### src/rtl/pfx_pkg.sv
`timescale 1ns / 1ps

package pfx_pkg;

    localparam int STACK_DEPTH = 32;
    localparam int DEPTH_W     = $clog2(STACK_DEPTH + 1);
    localparam int IDX_W       = $clog2(STACK_DEPTH);
    localparam int DATA_W      = 32;
    localparam int CH_W        = 8;
    localparam int ST_W        = 3;
    localparam int DIV_CNT_W   = $clog2(DATA_W + 1);

    localparam logic [ST_W-1:0] ST_OK      = 3'd0;
    localparam logic [ST_W-1:0] ST_UNDER   = 3'd1;
    localparam logic [ST_W-1:0] ST_OVER    = 3'd2;
    localparam logic [ST_W-1:0] ST_DIVZERO = 3'd3;
    localparam logic [ST_W-1:0] ST_EMPTY   = 3'd4;

    localparam logic [CH_W-1:0] CH_ZERO  = 8'h30;
    localparam logic [CH_W-1:0] CH_NINE  = 8'h39;
    localparam logic [CH_W-1:0] CH_PLUS  = 8'h2B;
    localparam logic [CH_W-1:0] CH_MINUS = 8'h2D;
    localparam logic [CH_W-1:0] CH_MUL   = 8'h2A;
    localparam logic [CH_W-1:0] CH_DIV   = 8'h2F;

    typedef struct packed {
        logic            capture;
        logic            push;
        logic            read_nos;
        logic            pop_write;
        logic            use_div;
        logic            div_start;
        logic            set_err;
        logic [ST_W-1:0] err_code;
        logic            emit;
    } t_cmd;

    typedef struct packed {
        logic is_digit;
        logic is_op;
        logic is_div;
        logic full;
        logic lt2;
        logic rhs_zero;
        logic last;
        logic div_done;
        logic out_busy;
    } t_sts;

endpackage

### src/rtl/postfix_expression_evaluator_core.sv
`timescale 1ns / 1ps
// Channel  Dir  Handshake                        Payload
// s_axis   in   i_s_axis_tvalid/o_s_axis_tready  tdata[7:0] ch, tlast last
// m_axis   out  o_m_axis_tvalid/i_m_axis_tready  tdata[31:0] value, tuser[2:0] status
//
// One character at a time: DECODE, then FIN (+ - * put EXEC between, / EXEC and
// DIV, the one-bit-per-cycle restoring divider, which a zero divisor skips).
// The stack sits in a 32-entry memory with a registered read port.
// Reset (synchronous, active low) empties the stack and clears the error.
// A finished result waits in the output register; a last character stalls
// only while a previous result is still not taken.

module postfix_expression_evaluator_core (
    input  logic                       i_clk,
    input  logic                       i_rst_n,
    input  logic                       i_s_axis_tvalid,
    output logic                       o_s_axis_tready,
    input  logic [7:0]                 i_s_axis_tdata,  // [7:0] ch
    input  logic                       i_s_axis_tlast,
    output logic                       o_m_axis_tvalid,
    input  logic                       i_m_axis_tready,
    output logic [pfx_pkg::DATA_W-1:0] o_m_axis_tdata,  // [31:0] value
    output logic [pfx_pkg::ST_W-1:0]   o_m_axis_tuser   // [2:0] status
);
    import pfx_pkg::*;

    t_cmd cmd;
    t_sts sts;

    pfx_ctrl u_ctrl (
        .i_clk      (i_clk),
        .i_rst_n    (i_rst_n),
        .i_in_valid (i_s_axis_tvalid),
        .o_in_ready (o_s_axis_tready),
        .i_sts      (sts),
        .o_cmd      (cmd)
    );

    pfx_dp u_dp (
        .i_clk        (i_clk),
        .i_rst_n      (i_rst_n),
        .i_cmd        (cmd),
        .o_sts        (sts),
        .i_ch         (i_s_axis_tdata[CH_W-1:0]),
        .i_last       (i_s_axis_tlast),
        .i_out_ready  (i_m_axis_tready),
        .o_out_valid  (o_m_axis_tvalid),
        .o_out_value  (o_m_axis_tdata),
        .o_out_status (o_m_axis_tuser)
    );

endmodule

### src/rtl/pfx_dp.sv
`timescale 1ns / 1ps

module pfx_dp (
    input  logic                       i_clk,
    input  logic                       i_rst_n,
    input  pfx_pkg::t_cmd              i_cmd,
    output pfx_pkg::t_sts              o_sts,
    input  logic [pfx_pkg::CH_W-1:0]   i_ch,
    input  logic                       i_last,
    input  logic                       i_out_ready,
    output logic                       o_out_valid,
    output logic [pfx_pkg::DATA_W-1:0] o_out_value,
    output logic [pfx_pkg::ST_W-1:0]   o_out_status
);
    import pfx_pkg::*;

    logic [DATA_W-1:0]    r_mem [STACK_DEPTH];
    logic [DATA_W-1:0]    r_tos;
    logic [DATA_W-1:0]    r_nos;
    logic [DEPTH_W-1:0]   r_depth;
    logic [ST_W-1:0]      r_err;
    logic [CH_W-1:0]      r_ch;
    logic                 r_last;
    logic                 r_out_valid;
    logic [DATA_W-1:0]    r_out_value;
    logic [ST_W-1:0]      r_out_status;
    logic [DATA_W-1:0]    r_quo;
    logic [DATA_W-1:0]    r_rem;
    logic [DATA_W-1:0]    r_dm;
    logic                 r_neg;
    logic [DIV_CNT_W-1:0] r_div_cnt;

    logic [DEPTH_W-1:0] depth_m2;
    logic [IDX_W-1:0]   nos_idx;
    logic [IDX_W-1:0]   push_idx;
    logic [DATA_W-1:0]  digit_val;
    logic [DATA_W-1:0]  prod;
    logic [DATA_W-1:0]  alu_res;
    logic [DATA_W-1:0]  div_res;
    logic [DATA_W-1:0]  res;
    logic               mem_we;
    logic [IDX_W-1:0]   mem_wa;
    logic [DATA_W-1:0]  mem_wd;
    logic [DATA_W:0]    rem_sh;
    logic [DATA_W:0]    diff;

    assign depth_m2  = r_depth - DEPTH_W'(2);
    assign nos_idx   = depth_m2[IDX_W-1:0];
    assign push_idx  = r_depth[IDX_W-1:0];
    assign digit_val = DATA_W'(r_ch - CH_ZERO);
    assign prod      = r_nos * r_tos;
    assign div_res   = r_neg ? (DATA_W'(0) - r_quo) : r_quo;
    assign res       = i_cmd.use_div ? div_res : alu_res;

    always_comb begin
        case (r_ch)
            CH_PLUS:  alu_res = r_nos + r_tos;
            CH_MINUS: alu_res = r_nos - r_tos;
            CH_MUL:   alu_res = prod;
            default:  alu_res = '0;
        endcase
    end

    assign mem_we = i_cmd.push | i_cmd.pop_write;
    assign mem_wa = i_cmd.push ? push_idx : nos_idx;
    assign mem_wd = i_cmd.push ? digit_val : res;

    always_ff @(posedge i_clk) begin
        if (mem_we) begin
            r_mem[mem_wa] <= mem_wd;
        end
        if (i_cmd.read_nos) begin
            r_nos <= r_mem[nos_idx];
        end
    end

    assign rem_sh = {r_rem, r_quo[DATA_W-1]};
    assign diff   = rem_sh - {1'b0, r_dm};

    always_ff @(posedge i_clk) begin
        if (!i_rst_n) begin
            r_div_cnt <= '0;
        end else if (i_cmd.div_start) begin
            r_div_cnt <= DIV_CNT_W'(DATA_W);
        end else if (r_div_cnt != '0) begin
            r_div_cnt <= r_div_cnt - DIV_CNT_W'(1);
        end
    end

    always_ff @(posedge i_clk) begin
        if (i_cmd.div_start) begin
            r_quo <= r_nos[DATA_W-1] ? (DATA_W'(0) - r_nos) : r_nos;
            r_dm  <= r_tos[DATA_W-1] ? (DATA_W'(0) - r_tos) : r_tos;
            r_rem <= '0;
            r_neg <= r_nos[DATA_W-1] ^ r_tos[DATA_W-1];
        end else if (r_div_cnt != '0) begin
            if (!diff[DATA_W]) begin
                r_rem <= diff[DATA_W-1:0];
                r_quo <= {r_quo[DATA_W-2:0], 1'b1};
            end else begin
                r_rem <= rem_sh[DATA_W-1:0];
                r_quo <= {r_quo[DATA_W-2:0], 1'b0};
            end
        end
    end

    always_ff @(posedge i_clk) begin
        if (i_cmd.capture) begin
            r_ch   <= i_ch;
            r_last <= i_last;
        end
        if (i_cmd.push) begin
            r_tos <= digit_val;
        end else if (i_cmd.pop_write) begin
            r_tos <= res;
        end
    end

    always_ff @(posedge i_clk) begin
        if (!i_rst_n) begin
            r_depth <= '0;
            r_err   <= ST_OK;
        end else if (i_cmd.emit) begin
            r_depth <= '0;
            r_err   <= ST_OK;
        end else begin
            if (i_cmd.push) begin
                r_depth <= r_depth + DEPTH_W'(1);
            end else if (i_cmd.pop_write) begin
                r_depth <= r_depth - DEPTH_W'(1);
            end
            if (i_cmd.set_err && r_err == ST_OK) begin
                r_err <= i_cmd.err_code;
            end
        end
    end

    always_ff @(posedge i_clk) begin
        if (!i_rst_n) begin
            r_out_valid <= 1'b0;
        end else if (i_cmd.emit) begin
            r_out_valid <= 1'b1;
        end else if (i_out_ready) begin
            r_out_valid <= 1'b0;
        end
    end

    always_ff @(posedge i_clk) begin
        if (i_cmd.emit) begin
            r_out_value <= (r_depth != '0) ? r_tos : '0;
            if (r_err != ST_OK) begin
                r_out_status <= r_err;
            end else if (r_depth == '0) begin
                r_out_status <= ST_EMPTY;
            end else begin
                r_out_status <= ST_OK;
            end
        end
    end

    always_comb begin
        o_sts.is_digit = (r_ch >= CH_ZERO) && (r_ch <= CH_NINE);
        o_sts.is_op    = (r_ch == CH_PLUS) || (r_ch == CH_MINUS) ||
                         (r_ch == CH_MUL) || (r_ch == CH_DIV);
        o_sts.is_div   = (r_ch == CH_DIV);
        o_sts.full     = (r_depth == DEPTH_W'(STACK_DEPTH));
        o_sts.lt2      = (r_depth < DEPTH_W'(2));
        o_sts.rhs_zero = (r_tos == '0);
        o_sts.last     = r_last;
        o_sts.div_done = (r_div_cnt == '0);
        o_sts.out_busy = r_out_valid && !i_out_ready;
    end

    assign o_out_valid  = r_out_valid;
    assign o_out_value  = r_out_value;
    assign o_out_status = r_out_status;

endmodule

### src/rtl/pfx_ctrl.sv
`timescale 1ns / 1ps

module pfx_ctrl (
    input  logic          i_clk,
    input  logic          i_rst_n,
    input  logic          i_in_valid,
    output logic          o_in_ready,
    input  pfx_pkg::t_sts i_sts,
    output pfx_pkg::t_cmd o_cmd
);
    import pfx_pkg::*;

    localparam logic [2:0] S_IDLE   = 3'd0;
    localparam logic [2:0] S_DECODE = 3'd1;
    localparam logic [2:0] S_EXEC   = 3'd2;
    localparam logic [2:0] S_DIV    = 3'd3;
    localparam logic [2:0] S_FIN    = 3'd4;

    logic [2:0] r_state;
    logic [2:0] n_state;

    always_ff @(posedge i_clk) begin
        if (!i_rst_n) begin
            r_state <= S_IDLE;
        end else begin
            r_state <= n_state;
        end
    end

    assign o_in_ready = (r_state == S_IDLE);

    always_comb begin
        n_state = r_state;
        o_cmd   = '0;
        unique case (r_state)
            S_IDLE: begin
                if (i_in_valid) begin
                    o_cmd.capture = 1'b1;
                    n_state       = S_DECODE;
                end
            end
            S_DECODE: begin
                n_state = S_FIN;
                if (i_sts.is_digit) begin
                    if (i_sts.full) begin
                        o_cmd.set_err  = 1'b1;
                        o_cmd.err_code = ST_OVER;
                    end else begin
                        o_cmd.push = 1'b1;
                    end
                end else if (i_sts.is_op) begin
                    if (i_sts.lt2) begin
                        o_cmd.set_err  = 1'b1;
                        o_cmd.err_code = ST_UNDER;
                    end else begin
                        o_cmd.read_nos = 1'b1;
                        n_state        = S_EXEC;
                    end
                end
            end
            S_EXEC: begin
                n_state = S_FIN;
                if (i_sts.is_div && !i_sts.rhs_zero) begin
                    o_cmd.div_start = 1'b1;
                    n_state         = S_DIV;
                end else begin
                    o_cmd.pop_write = 1'b1;
                    if (i_sts.is_div) begin
                        o_cmd.set_err  = 1'b1;
                        o_cmd.err_code = ST_DIVZERO;
                    end
                end
            end
            S_DIV: begin
                if (i_sts.div_done) begin
                    o_cmd.pop_write = 1'b1;
                    o_cmd.use_div   = 1'b1;
                    n_state         = S_FIN;
                end
            end
            S_FIN: begin
                if (!i_sts.last) begin
                    n_state = S_IDLE;
                end else if (!i_sts.out_busy) begin
                    o_cmd.emit = 1'b1;
                    n_state    = S_IDLE;
                end
            end
            default: begin
                n_state = S_IDLE;
            end
        endcase
    end

endmodule

### config.mk
export PLATFORM = sky130hd
export DESIGN_NAME = postfix_expression_evaluator_core
export DESIGN_NICKNAME = d
export VERILOG_FILES = /design/src/rtl/pfx_pkg.sv /design/src/rtl/postfix_expression_evaluator_core.sv /design/src/rtl/pfx_dp.sv /design/src/rtl/pfx_ctrl.sv
export SDC_FILE = /design/constraint.sdc
export NUM_CORES = 2
export LEC_CHECK = 0
export BUFFER_PORTS_ARGS = -buffer_cell sky130_fd_sc_hd__buf_2
export CAP_MARGIN = 40
export CORE_ASPECT_RATIO = 0.6
export CORE_UTILIZATION = 40
export CTS_BUF_LIST = sky130_fd_sc_hd__clkbuf_8
export CTS_CLUSTER_SIZE = 8
export DETAILED_ROUTE_END_ITERATION = 6
export PLACE_DENSITY_LB_ADDON = 0.25
export SETUP_SLACK_MARGIN = 0.2
export SYNTH_ARGS = -nofsm -noshare
export SYNTH_HDL_FRONTEND = slang
export SYNTH_SLANG_ARGS = --single-unit
### constraint.sdc
create_clock -name i_clk -period 18.25 [get_ports i_clk]
set_clock_uncertainty 0.15 [all_clocks]
set_input_delay 2.7375 -clock i_clk [delete_from_list [all_inputs] [get_ports i_clk]]
set_output_delay 2.7375 -clock i_clk [all_outputs]
set_load 0.1 [all_outputs]
# == Word-level counts from Yosys, hierarchy flattened ==
# Memories as Yosys holds them, arrays and structs flattened. A register that Yosys moved wholly into a read port is not among the register bits.
# Index checks and enable logic that the tools add are counted.
# word_totals
reg_bits,192
mem_bits_rw,1024
input_bits,13
out_inout_bits,37
elab_cells,126
memories,1
# memory_table
memory,depth,word_bits,read_ports,rd_clocked_by_memory_dff,write_ports,line,text
u_dp.r_mem,32,32,1,1,1,pfx_dp.sv:17,logic [DATA_W-1:0] r_mem [STACK_DEPTH];
# classes
add_sub_neg,11
n_mul,1
magnitude_cmp,3
n_eq_ne,12
n_mux,56
bitwise,3
reduce_logical,23
# ops
cell,n
32-bit 2-to-1 mux,9
32-bit one-hot mux with 3 select lines,1
"1-bit by 32-bit subtractor with 32-bit output, first input constant",3
33-bit by 32-bit subtractor with 33-bit output,1
32-bit adder,1
"8-bit by 6-bit equality test with 1-bit output, second input constant",4
32-bit logical NOT,1
32-bit by 32-bit multiplier with 32-bit output,1
32-bit subtractor,1
31-bit 2-to-1 mux,1
3-bit 2-to-1 mux,10
4-bit 2-to-1 mux,6
6-bit 2-to-1 mux,4
1-bit 2-to-1 mux,19
3-bit one-hot mux with 5 select lines,1
6-bit logical NOT,2
6-bit nonzero test,2
"6-bit by 1-bit subtractor with 6-bit output, second input constant",2
"8-bit by 6-bit subtractor with 9-bit output, second input constant",1
"8-bit by 6-bit >= comparator with 1-bit output, second input constant",1
"8-bit by 6-bit <= comparator with 1-bit output, second input constant",1
4-bit one-hot mux with 2 select lines,1
"6-bit by 1-bit adder with 6-bit output, second input constant",1
"3-bit by 2-bit equality test with 1-bit output, second input constant",2
other kinds (21),33

# == Depth between registers and ports, before layout ==
# logic_depth
word_depth,10
mapped_depth,29
depth_no_buf,26

# == Modules after synthesis ==
# Synthesis repeated with hierarchy kept, for this count alone.
# hier_totals
hier_cells,4918
hier_area_um2,69864.5
# modules_own_cells
module,instances,cells_each,area_each_um2,seq_area_each_um2
pfx_dp,1,4870,69534.2,36905.4
pfx_ctrl,1,48,330.3,60.1

# == Worst setup path before layout ==
# Ideal clock, no wire load.
# synth_timing
path_type,reg-to-reg
startpoint,"register u_dp.r_nos[15], read port of u_dp.r_mem"
endpoint,memory u_dp.r_mem[0][24] (data pin)
setup_time_ps,462
t_arrival_ps,7896
required_time_ps,17638
slack_ps,9742
path_stages_with_launch,25
synth_period_minus_slack_ps,8508
path_cell_list,edfxtp_1 -> clkbuf_1 -> clkbuf_1 -> and2_1 -> fa_1 -> inv_1 -> fa_1 -> fa_1 -> fa_1 -> inv_1 -> fa_1 -> inv_1 -> fa_1 -> inv_1 -> fa_1 -> fa_1 -> ha_1 -> a21o_1 -> a21o_1 -> a221o_1 -> nor3_1 -> a21oi_1 -> xnor2_1 -> a221oi_1 -> o21ai_0
# synth_via
elab_chain_cells,4
# synth_rtl
element,line,text
start: declaration,pfx_dp.sv:19,logic [DATA_W-1:0] r_nos;
32-bit by 32-bit multiplier with 32-bit output (tied with other cells),pfx_dp.sv:51,assign prod = r_nos * r_tos;
32-bit one-hot mux with 3 select lines *,pfx_dp.sv:56,case (r_ch)
32-bit 2-to-1 mux *,pfx_dp.sv:53,assign res = i_cmd.use_div ? div_res : alu_res;
32-bit 2-to-1 mux *,pfx_dp.sv:66,assign mem_wd = i_cmd.push ? digit_val : res;
net u_dp.mem_wd[24],pfx_dp.sv:43,logic [DATA_W-1:0] mem_wd;
end: declaration,pfx_dp.sv:17,
# The timed path passes the listed nets; every way through them passes the cells marked *.

# == Worst setup path after layout ==
# layout_timing
startpoint,register u_dp.r_tos[2]
endpoint,register u_dp.r_tos[30] (data pin)
# layout_via
elab_chain_cells,5
# layout_rtl
element,line,text
start: declaration,pfx_dp.sv:18,logic [DATA_W-1:0] r_tos;
start signal: assignment,pfx_dp.sv:113,r_tos <= digit_val;
start signal: assignment,pfx_dp.sv:115,r_tos <= res;
32-bit by 32-bit multiplier with 32-bit output (tied with other cells),pfx_dp.sv:51,
32-bit one-hot mux with 3 select lines *,pfx_dp.sv:56,
32-bit 2-to-1 mux *,pfx_dp.sv:53,
32-bit 2-to-1 mux *,pfx_dp.sv:114,end else if (i_cmd.pop_write) begin
32-bit 2-to-1 mux *,pfx_dp.sv:112,if (i_cmd.push) begin
# Mark *: on every way between the ends. The rest lies on a longest branch, timed or not. The select of a mux whose other input is x is not followed.
# A chain may end at the register's enable or synchronous reset.

==> impl_metrics.py <==
metrics = {
    "critical_path": {
        "cp.required_ns": 18.73,
        "setup.worst_path.class": "flop to flop",
        "crit_arrival_ns": 8.98,
        "start_kind": "flop",
        "cp_max_fo": 37,
        "end_kind": "flop",
    },
    "sta": {
        "setup-violations-final": 0,
        "setup_slack_ns": 9.76,
        "hold_slack_ns": 0.323,
        "min_period_ns": 8.49,
        "finalCritPeriodShare_pct": 46.5,
        "fmax_ghz": 0.118,
        "worstMarginPinSlew_ns": 0.934,
        "maxSlewHeadroom_pct": 37.2,
        "hold_viol_final": 0,
        "finalSetupTns_ns": 0,
        "slew_viol_final": 0,
        "rsz0062_at_grt": "false",
    },
    "status": {
        "outcome": "completed",
    },
    "job": {
        "cap_violations": 0,
    },
    "synthesis": {
        "synth_fp_nets": 5448,
        "synth_edf_count": 1197,
        "syn_avg_cell_area_sq_um": 14.4,
        "synth_seq_cells": 1247,
        "yosysTopAreaCell": "edfxtp_1",
        "synth-async-reset-ratio_pct": 0,
        "synth_seq_area_share_pct": 53.3,
        "yosysMostFrequentCell": "edfxtp_1",
        "yosysWarnings": 0,
        "ys_top_cells_by_area": "edfxtp_1, fa_1, mux4_2",
        "synth_common_cells": "edfxtp_1, inv_1, fa_1, nand2_1, mux4_2",
        "syn_area_sq_um": 69300,
        "synth_cells": 4822,
        "yosys.cell_types.count": 74,
        "synth-main-ff-cell": "edfxtp_1",
        "yosysTopAreaCellShare_pct": 51.9,
    },
    "global_routing": {
        "antenna_found_initial": 7,
        "grt_pass1_vias": 41430,
        "gr-total-overflow": 0,
        "grt_start_max_net_pins": 122,
        "grt_first_pass_wirelength_microns": 301000,
        "track_usage_pct": 23.8,
    },
    "worst_hold_path": {
        "hold_path_class": "flop to flop",
    },
    "cells_and_area": {
        "synthToLayoutAreaGrowth_pct": 10.5,
        "fin_nets": 5588,
        "final_design_area_no_fill_sq_um": 76500,
        "drive_gt1_share_pct": 17.6,
    },
    "clock_network": {
        "clk_transition_reported_paths_ns": 0.06,
        "cts_resized": 0,
        "htreeDepth": 4,
        "postCtsSetupBuffers": 0,
        "cts_tree": "yes",
        "clock_path_buffers": 4,
        "cts_buffers": 195,
        "cts.sinks": 1247,
        "clk_latency_ns": 0.91,
        "cts-root-buf": "clkbuf_8",
        "hold_buffers": 0,
    },
    "power_and_ir_drop": {
        "power_leakage_nw": 28.8,
        "vdd_drop_max_uv": 73.7,
        "power_density_nw_per_um2": 89.3,
        "total_power_mw": 6.83,
    },
    "route": {
        "wl_per_cell_microns": 28.5,
        "vias_per_cell": 5.80,
        "vias": 42348,
        "routed_wl_microns": 208000,
        "dr.pass1.iters": 5,
        "drc": 0,
        "drt_iter0_markers": 5317,
        "ant_nets": 0,
    },
    "placement": {
        "port_buffers": 49,
        "place_area_sq_um": 73400,
        "preCtsSetupSlack_ns": 9.94,
        "gp_congestion": 0.927,
        "dp_hpwl_microns": 130000,
    },
    "floorplanning": {
        "start_util_pct": 40.6,
        "dieArea_sq_um": 175000,
        "ios": 50,
        "fp.coreArea_sq_um": 171000,
        "die_w_microns": 539,
        "num_rows": 117,
        "die_h_microns": 324,
    },
}
==> flip-flops by register name (all words and copies together) (netlist names) <==
name	count
u_dp.r_rem	32
u_dp.r_quo	32
u_dp.r_ch	8
u_dp.r_div_cnt	6
u_dp.r_neg	1
u_ctrl.r_state	3
u_dp.r_tos	32
u_dp.o_out_status	3
u_dp.r_err	2
u_dp.r_last	1
u_dp.r_depth	6
u_dp.o_out_valid	1
u_dp.r_mem	1024
u_dp.r_nos	32
u_dp.r_dm	32
u_dp.o_out_value	32
==> where the power goes <==
| group | internal, mW | switching, mW |
|---|---|---|
| Sequential | 3.23 | 0.101 |
| Combinational | 0.528 | 0.850 |
| Clock | 1.04 | 1.08 |
| Total | 4.80 | 2.03 |
==> per-layer routing <==
layer  vias up  track usage [%]  part of all wire (%)
li1      17596                -                     -
met1     22108             39.2                    48
met2      2399             30.1                    38
met3       241             7.62                    12
met4         4             3.84                   1.4
met5         -                0                 0.076
==> through the flow <==
stage,std cells,util (%)
after floorplan,4822,-
after global placement,7003,42.7
after detailed placement,7026,42.9
after CTS,7302,44.8
after global routing,7302,44.8
final,7303,44.8
==> worst max-delay path: stages (launching register included) <==
cell	delay (ns)
edfxtp_1	0.35
buf_4	0.29
and2_1	0.26
fa_1	0.53
inv_1	0.05
fa_1	0.50
fa_1	0.44
fa_1	0.54
inv_1	0.05
fa_1	0.50
inv_1	0.06
fa_1	0.53
inv_1	0.05
fa_1	0.38
fa_1	0.47
ha_1	0.37
a21o_1	0.20
a21o_1	0.16
a221o_1	0.36
nor3_1	0.24
a21oi_1	0.15
nand4_1	0.12
a21oi_1	0.14
a2111oi_0	0.49
a21oi_1	0.25
o211ai_1	0.19
buf_4	0.37
==> cell type report <==
cell class / instances / area (sq um)
flip-flops and latches: 1247 / 37000
clock inverters: 77 / 429
repair buffers: 222 / 1860
diodes: 1 / 2.50
clock buffers: 199 / 2740
multi-input cells: 2846 / 30000
well taps: 2261 / 2830
inverters: 450 / 1690
fillers: 15106 / 94300
==> cell usage in the layout, fill, tap and decap left out, types with 13 or more instances in the layout <==
cell type and instances:
nor2b_1 48, nor2_1 104, or3_1 19, o21a_1 16
a211oi_1 15, o31ai_1 37, o41ai_1 14, fa_1 411
nor3_1 26, edfxtp_1 1197, and3_1 13, xnor2_1 150
o21ai_0 143, nand2b_1 25, mux4_2 320, a221oi_1 14
buf_4 149, xor2_1 110, or4_1 14, clkbuf_8 199
clkinv_1 16, mux2i_1 16, and2_1 308, nor2_4 32
nand3_1 36, a21oi_1 143, mux2_2 32, a21o_1 40
dfxtp_1 48, inv_1 493, ha_1 201, nand2_1 374
buf_2 51
==> kinds of logic (layout without fill, tap and decap cells) <==
family,count (synthesis),after routing,share of synthesized area (%)
buf+inv,729,948,4.03
xor+xnor,264,264,3.34
flops,1247,1247,53.3
mux,368,368,11.2
compound gates,549,549,5.00
fa+ha+maj,613,613,15.5
simple gates,1052,1052,7.62
other cells,0,1,0
==> final timing paths <==
path | from | end | slack, ns | cells past startpoint
setup / recovery | u_dp.r_tos[2] | u_dp.r_tos[30] | 9.76 | 26
hold / removal | u_dp.r_div_cnt[3] | u_dp.r_div_cnt[3] | 0.32 | 2
setup reg to reg | u_dp.r_tos[2] | u_dp.r_tos[30] | 9.76 | 26
hold reg to reg | u_dp.r_div_cnt[3] | u_dp.r_div_cnt[3] | 0.32 | 2
Note: power is estimated with default switching activity, not from simulation.
